File: src/sv/pstth_pkg.sv
// ----------------------------------------------------------------------------
// pstth_pkg: shared types and constants for the per-source TTL histogram
// Table sizing, payload structs, controller/datapath handshake structs and
// the counter helper functions.
// ----------------------------------------------------------------------------
package pstth_pkg;

  localparam int unsigned ENTRIES    = 128;
  localparam int unsigned TTL_BINS   = 256;
  localparam int unsigned COUNT_BITS = 32;

  localparam int unsigned KEY_W     = 32;
  localparam int unsigned TTL_W     = 8;
  localparam int unsigned OUT_W     = 32;
  localparam int unsigned IDX_W     = (ENTRIES > 1) ? $clog2(ENTRIES) : 1;
  localparam int unsigned FILL_W    = $clog2(ENTRIES + 1);
  localparam int unsigned BIN_W     = $clog2(TTL_BINS);
  localparam int unsigned CNT_DEPTH = ENTRIES * TTL_BINS;
  localparam int unsigned CADDR_W   = $clog2(CNT_DEPTH);

  typedef enum logic {
    CMD_RECORD = 1'b0,
    CMD_READ   = 1'b1
  } cmd_e;

  typedef enum logic [1:0] {
    ST_HIT   = 2'd0,
    ST_NEW   = 2'd1,
    ST_FULL  = 2'd2,
    ST_RMISS = 2'd3
  } status_e;

  typedef struct packed {
    cmd_e             command;
    logic [KEY_W-1:0] src_addr;
    logic [TTL_W-1:0] ttl;
  } in_t;

  typedef struct packed {
    status_e          status;
    logic [OUT_W-1:0] bin_count;
  } out_t;

  typedef logic [COUNT_BITS-1:0] count_t;

  // controller -> datapath
  typedef struct packed {
    logic clr;     // clearing pass write
    logic start;   // latch item, restart scan
    logic scan;    // key scan active
    logic cnt_rd;  // read counter of matched entry
    logic upd;     // finish a hit: write back (record only) and load result
    logic miss;    // finish a miss: append or drop, load result
  } ctrl_cmd_t;

  // datapath -> controller
  typedef struct packed {
    logic clr_last;
    logic hit;
    logic miss_done;
    logic out_free;
  } dp_stat_t;

  function automatic count_t sat_inc(count_t c);
    count_t r;
    if (c == '1) begin
      r = c;
    end else begin
      r = c + count_t'(1);
    end
    return r;
  endfunction

  function automatic logic [OUT_W-1:0] report(count_t c);
    logic [63:0] w;
    logic [OUT_W-1:0] r;
    w = 64'(c);
    if (w > 64'h0000_0000_FFFF_FFFF) begin
      r = '1;
    end else begin
      r = w[OUT_W-1:0];
    end
    return r;
  endfunction

  function automatic logic [CADDR_W-1:0] caddr(logic [IDX_W-1:0] idx,
                                               logic [BIN_W-1:0] bin);
    logic [IDX_W+BIN_W-1:0] a;
    a = {idx, bin};
    return a[CADDR_W-1:0];
  endfunction

endpackage

File: src/sv/pstth_ctrl.sv
// ----------------------------------------------------------------------------
// pstth_ctrl: sequencing state machine
// Clearing pass after reset, then accept / key scan / counter update.
// ----------------------------------------------------------------------------
module pstth_ctrl (
  input  logic                   clk_i,
  input  logic                   rst_ni,
  input  logic                   in_valid_i,
  output logic                   in_ready_o,
  input  pstth_pkg::dp_stat_t    stat_i,
  output pstth_pkg::ctrl_cmd_t   cmd_o
);

  localparam logic [1:0] S_CLEAR = 2'd0;
  localparam logic [1:0] S_IDLE  = 2'd1;
  localparam logic [1:0] S_SCAN  = 2'd2;
  localparam logic [1:0] S_UPD   = 2'd3;

  logic [1:0] state_q, state_d;

  always_comb begin
    state_d = state_q;
    cmd_o   = '0;
    case (state_q)
      S_CLEAR: begin
        cmd_o.clr = 1'b1;
        if (stat_i.clr_last) begin
          state_d = S_IDLE;
        end
      end
      S_IDLE: begin
        if (in_valid_i) begin
          cmd_o.start = 1'b1;
          state_d     = S_SCAN;
        end
      end
      S_SCAN: begin
        cmd_o.scan = 1'b1;
        if (stat_i.hit) begin
          cmd_o.cnt_rd = 1'b1;
          state_d      = S_UPD;
        end else if (stat_i.miss_done && stat_i.out_free) begin
          cmd_o.miss = 1'b1;
          state_d    = S_IDLE;
        end
      end
      S_UPD: begin
        if (stat_i.out_free) begin
          cmd_o.upd = 1'b1;
          state_d   = S_IDLE;
        end
      end
      default: begin
        state_d = S_CLEAR;
      end
    endcase
  end

  assign in_ready_o = (state_q == S_IDLE);

  always_ff @(posedge clk_i or negedge rst_ni) begin
    if (!rst_ni) begin
      state_q <= S_CLEAR;
    end else begin
      state_q <= state_d;
    end
  end

endmodule

File: config.mk
export PLATFORM = sky130hd
export DESIGN_NAME = pstth_ctrl
export DESIGN_NICKNAME = d
export VERILOG_FILES = /design/src/sv/pstth_pkg.sv /design/src/sv/pstth_ctrl.sv
export SDC_FILE = /design/constraint.sdc
export NUM_CORES = 1
export LEC_CHECK = 0
export ABC_AREA = 1
export BUFFER_PORTS_ARGS = -buffer_cell sky130_fd_sc_hd__buf_4
export CAP_MARGIN = 30
export CORE_AREA = 4 4 41 43
export CTS_CLUSTER_DIAMETER = 120
export DETAILED_ROUTE_END_ITERATION = 16
export DIE_AREA = 0 0 45 47
export GPL_TIMING_DRIVEN = 0
export PLACE_DENSITY = 0.38
export SETUP_SLACK_MARGIN = 0.2
export SLEW_MARGIN = 15
export SYNTH_ARGS = -nofsm -noshare
export SYNTH_HDL_FRONTEND = slang
export SYNTH_SLANG_ARGS = --single-unit
File: constraint.sdc
create_clock -name clk_i -period 1.6 [get_ports clk_i]
set_clock_uncertainty 0.1 [all_clocks]
set_input_delay 0.16 -clock clk_i [delete_from_list [all_inputs] [get_ports clk_i]]
set_output_delay 0.16 -clock clk_i [all_outputs]
set_load 0.005 [all_outputs]
==> summary.md, run 1 <==
| Metric | Value |
|---|---|
| RSZ-0062 raised after global routing | true |
| Total CTS buffers | 3 |
| Crit path launch type | flip-flop |
| Final Wtd Congestion | 0.724 |
| Reg with most FFs | state_q |
| Worst setup EP type | output port |
| Largest register FFs | 2 |
| Crit share post-route | 0.864 |
| Drt total wl | 547 um |
| Net Count, Synth | 51 |
| Global-route wire length before repair | 862 um |
| Area Growth Syn to Fin | 89.8% |
| Clk_lat worst skew | 0.22 ns |
| Rows | 13 |
| Deepest clock path buffer count | 2 |
| Final slew viol count | 0 |
| Worst flop-to-flop path startpoint | state_q[0] |
| Largest registers | state_q (2) |
| Syn Inst Count | 39 |
| CTS tree | done |
| Worst-Margin Slew | 0.151 ns |
| Global-route usage over all layers | 0.0577 |
| I/O pin cnt | 14 |
| Chip width | 45 um |
| Sequential cell area fraction in the yosys report | 0.203 |
| Min Tclk post-route | 1.38 ns |
| Largest fanout on the critical path | 4 |
| Most numerous cell in the Yosys netlist | nand2_1 |
| Total leakage power | 0.276 nW |
| Via count | 261 |
| Antenna cells | 0 |
| Status | complete, no violations |
| Placement Cell Area | 363 um^2 |
| Initial antenna violation count | 0 |
| R2r endpoint | state_q[1] |
| Die area | 0.00212 mm^2 |
| Primary FF master, synth | dfrtp_1 |
| Initial DRC Count | 0 |
| Share of cells above drive strength 1 | 0.542 |
| # DRC | 0 |
| Top post-synthesis cells by count | nand2_1 (13), inv_1 (12), ha_1 (5) |
| Design area | 468 um^2 |
| Pin count of the biggest net entering global routing | 5 |
| Reg2reg path depth | 8 |
| HPWL Detailed | 428 um |
| Multi-input logic area | 191 um^2 |
| CP Class | flip-flop to output port |
| Yosys warning count | 0 |
| DR vias/cell | 3.53 |
| Max-Cap Viols | 0 |
| Post-synth cell types | 8 |
| Total power | 649 uW |
| Filler Cell Count | 153 |
| Initial core utilization | 0.189 |
| Highest attainable clock frequency | 0.723 GHz |
| CP required | 1.34 ns |
| Count of input and output buffers | 13 |
| Slew margin rel. | 0.899 |
| Root buffer selected by CTS | clkbuf_4 |
| Final hold vios | 0 |
| Core footprint | 0.00130 mm^2 |
| CTS HTree Levels | 1 |
| PD cells | 1390 mW/mm^2 |
| Die height | 47 um |
| Synth area leader | ha_1 |
| EDFF count, synth | 0 |
| Synth async-reset ratio | 1.00 |
| Drt wl/cell | 7.39 um |
| Post-synth top area share | 0.254 |
| Yosys reg bits | 2 |
| Syn Area/Cell | 6.32 um^2 |
| Sequential Area | 52.6 um^2 |
| VDD IR max | 586 uV |
| Final ANT Viol Nets | 0 |
| Clk sink count | 2 |
| Hold Crit Class | input pin to async pin |
| Layout Utilization | 0.360 |
| Worst R2R Setup Slack | 0.32 ns |
| Gr ovfl total | 0 |
| Setup TNS | 0 ns |
| CP arrival | 1.12 ns |
| DRT Pass-1 Iters | 1 |
| Area contributors post-synth | ha_1 (25%), dfrtp_1 (20%), nand2_1 (20%) |
| Setup violators final | 0 |
| Clock slew seen by the registers of the worst setup and hold paths | 0.03 ns |
| Vias in the first global route | 225 |
| Synth Cell Area | 246 um^2 |
| Fin nets | 73 |
-- layout by cell type (no fill, tap or decap) --
master / count
buf_4: 14
nand2_1: 12
inv_1: 8
inv_2: 4
nand2_2: 4
ha_4: 3
clkbuf_4: 3
nand3_1: 2
ha_1: 2
buf_6: 2
dfrtp_2: 2
nor2_1: 1
a21boi_1: 1
dlygate4sd3_1: 1
-- stage by stage --
step	cells	hold WS, ns	setup WS [ns]
3_5_place_dp	67	-0.157	0.262
6_report	74	0.160	0.217
3_3_place_gp	67	-0.156	0.261
2_1_floorplan	39	-0.236	0.365
4_1_cts	72	0.152	0.171
5_1_grt	74	0.164	0.143
-- power by group --
| part | internal, mW | total, mW | switching [mW] | leakage [nW] |
|---|---|---|---|---|
| registers | 0.0785 | 0.123 | 0.0448 | 0.0225 |
| logic | 0.230 | 0.417 | 0.187 | 0.239 |
| clock network | 0.0825 | 0.108 | 0.0259 | 0.0138 |
-- critical path: stages, from the launching register on --
cell and delay (ns):
dfrtp_2 0.44, buf_6 0.14, ha_4 0.15, nand2_2 0.05
inv_2 0.03, buf_6 0.10
-- kinds of logic after synthesis --
family | count (synthesis) | synth area share
buf+inv | 12 | 0.183
simple gates | 19 | 0.330
compound gates | 1 | 0.0305
flops | 2 | 0.203
fa+ha+maj | 5 | 0.254
-- repair_timing --
action	in CTS	in global routing
hold endpoints to repair	2	0
resized for setup	9	6
hold buffers	1	0
setup buffers	1	2
endpoints found under the setup margin	3	7
pin swaps	0	1
-- area by class of cell --
cell class,instances,share of cell area
multi-input combinational,25,0.409
timing repair buffer,17,0.294
sequential,2,0.112
inverter,12,0.0963
clock buffer,3,0.0481
tap,15,0.0401
-- layer usage --
| metal | share of wire | vias to the layer above | GRT usage |
|---|---|---|---|
| met5 | 0 | - | 0 |
| met4 | 0 | 0 | 0.0175 |
| met3 | 0.088 | 0 | 0.0230 |
| met2 | 0.40 | 7 | 0.0847 |
| met1 | 0.51 | 104 | 0.0773 |
| li1 | - | 150 | - |
-- worst max path at each step --
stage	startpoint	end	slack [ns]
after global placement	state_q[0]	state_q[0]	0.26
final	state_q[0]	cmd_o[1]	0.22
after detailed placement	state_q[0]	state_q[0]	0.26
after CTS	state_q[1]	cmd_o[4]	0.17
after floorplan	state_q[0]	state_q[0]	0.37
after global routing	state_q[0]	cmd_o[0]	0.14
Power figures use the tool's default switching activity.
==> run 2: changes to the inputs <==
==> constraint.sdc (replaced) <==
create_clock -name clk_i -period 1.3 [get_ports clk_i]
set_clock_uncertainty 0.1 [all_clocks]
set_input_delay 0.13 -clock clk_i [delete_from_list [all_inputs] [get_ports clk_i]]
set_output_delay 0.13 -clock clk_i [all_outputs]
set_load 0.005 [all_outputs]
==> run 2 against run 1 <==
  * The run now ends with setup timing left
  * Hold slack lost 0.029 ns
  * Flip-flop and latch count is the same
  * Register-to-register slack lost 0.35 ns
  * Utilization grew 1.2 points
  * Critical path depth is the same
  * Global-route usage grew 0.86 points
  * Cell area grew 3.2%
  * Clock-buffer cell count grew 1
  * Largest power group unchanged
  * Highest routed layer unchanged
==> summary.md, run 2 (same netlist as run 1, synthesis figures left out) <==
| Metric | Value |
|---|---|
| Setup violators final | 8 (+8) |
| Non-filler cells, final | 75 (+1.4%) |
| HPWL Detailed | 510 um (+19%) |
| Chip width | 45 um (unchanged) |
| Pin count of the biggest net entering global routing | 6 (+1) |
| Largest register FFs | 2 (unchanged) |
| Slowest-stage cell, CP | dfrtp_2 |
| CP Class | flip-flop to output port |
| Via count | 274 (+5.0%) |
| Critical path cell sequence | inv_4 > ha_4 > nand2_2 > nor2_1 > buf_4 |
| Fin nets | 73 (unchanged) |
| Drt total wl | 608 um (+11%) |
| Deepest clock path buffer count | 2 (unchanged) |
| Total power | 866 uW (+34%) |
| Count of input and output buffers | 13 (unchanged) |
| Max-Cap Viols | 0 (unchanged) |
| CTS HTree Levels | 1 (unchanged) |
| Failing checks | setup timing |
| Root buffer selected by CTS | clkbuf_4 |
| Area Growth Syn to Fin | 95.9% |
| Crit path launch type | flip-flop |
| I/O pin cnt | 14 (unchanged) |
| Pre-CTS WS | 0.00494 ns (-0.257 ns) |
| Total CTS buffers | 3 (unchanged) |
| Largest registers | state_q (2) |
| Final hold vios | 0 (unchanged) |
| Placed cell count | 67 (unchanged) |
| PD cells | 1790 mW/mm^2 (+29%) |
| Highest attainable clock frequency | 0.735 GHz |
| VDD IR max | 651 uV (+11%) |
| Total leakage power | 0.278 nW (+0.99%) |
| Crit share post-route | 1.05 |
| Gr ovfl total | 0 (unchanged) |
| Final slew viol count | 0 (unchanged) |
| Worst setup EP type | output port |
| # DRC | 0 (unchanged) |
| Clk sink count | 2 (unchanged) |
| RSZ-0062 raised after global routing | true |
| Most frequent cells in the layout | buf_4 (15), nand2_1 (9), inv_1 (9) |
| CP arrival | 1.13 ns (about the same) |
| Largest fanout on the critical path | 4 (unchanged) |
| Initial core utilization | 0.189 (unchanged) |
| Setup TNS | -0.234 ns (-0.234 ns) |
| Rows | 13 (unchanged) |
| Global-route usage over all layers | 0.0662 (+0.00858) |
| CP required | 1.07 ns (-0.27 ns) |
| Slew margin rel. | 0.901 (+0.00176) |
| Min Tclk post-route | 1.36 ns |
| DR vias/cell | 3.65 (+3.6%) |
| Hold Crit Class | input pin to async pin |
| Layout Utilization | 0.371 (+0.0115) |
| Final Wtd Congestion | 0.708 (-2.2%) |
| Initial DRC Count | 0 (unchanged) |
| Core footprint | 0.00130 mm^2 (unchanged) |
| Initial antenna violation count | 0 (unchanged) |
| Die height | 47 um (unchanged) |
| Die area | 0.00212 mm^2 (unchanged) |
| Clk_lat worst skew | 0.23 ns (about the same) |
| DRT Pass-1 Iters | 1 (unchanged) |
| Worst-Margin Slew | 0.148 ns (-0.00263 ns) |
| Global-route wire length before repair | 1010 um (+17%) |
| Share of cells above drive strength 1 | 0.583 (+0.0410) |
| Reg with most FFs | state_q |
| Most common cell after layout, fill and taps aside | buf_4 |
| Slowest Stage Delay on Critical Path | 0.45 ns (about the same) |
| Vias in the first global route | 286 (+27%) |
| Drt wl/cell | 8.11 um (+9.7%) |
| Clock slew seen by the registers of the worst setup and hold paths | 0.03 ns (about the same) |
| Setup slack after layout | -0.0605 ns (-0.278 ns) |
| Status | finished with violations |
| CTS tree | done |
| Final ANT Viol Nets | 0 (unchanged) |
| Antenna cells | 0 (unchanged) |
-- run 2: cell type report --
type	count	area (um^2)
fill	150	818
multi-input combinational	25	201
timing repair buffer	17	134
sequential	2	52.6
inverter	12	50.0
clock buffer	4	26.3
tap	15	18.8
-- run 2: stage by stage --
| stage | instance area (um^2) | hold slack [ns] |
|---|---|---|
| after detailed placement | 407 | -0.187 |
| after global routing | 483 | 0.147 |
| after global placement | 407 | -0.188 |
| after floorplan | 290 | -0.266 |
| after CTS | 463 | 0.120 |
| final | 483 | 0.131 |
-- run 2: metal layers --
metal | GRT usage | vias up | share of wire
met5 | 0 | - | 0
met4 | 0.0526 | 0 | 0
met3 | 0.0153 | 0 | 0.089
met2 | 0.124 | 7 | 0.53
met1 | 0.0611 | 117 | 0.38
li1 | - | 150 | -
-- run 2: critical path: cells and delay by family (launching register included) --
kind          cells  cell delay (ns)
simple gates      2             0.13
fa+ha+maj         1             0.13
buf+inv           2             0.19
flops             1             0.45
-- run 2: repair_timing --
action,CTS,global route
pin swaps,1,1
hold endpoints to repair,2,0
buffers inserted,2,1
resized for setup,2,5
hold buffers,1,0
endpoints found under the setup margin,9,9
-- run 2: worst paths after layout --
kind                       startpoint         end  slack [ns]  cells past startpoint
max in group asynchronous      rst_ni  state_q[1]        0.86                      2
hold reg to reg            state_q[1]  state_q[1]        0.48                      2
setup / recovery           state_q[0]    cmd_o[0]       -0.06                      5
hold / removal                 rst_ni  state_q[0]        0.13                      2
setup reg to reg           state_q[0]  state_q[1]       -0.03                      6
min in group clk_i          stat_i[2]  state_q[1]        0.22                      5
-- run 2: report_power, final --
| group | switching (mW) | internal [mW] |
|---|---|---|
| clock network | 0.0362 | 0.114 |
| logic | 0.257 | 0.305 |
| registers | 0.0573 | 0.0966 |
| total | 0.350 | 0.516 |
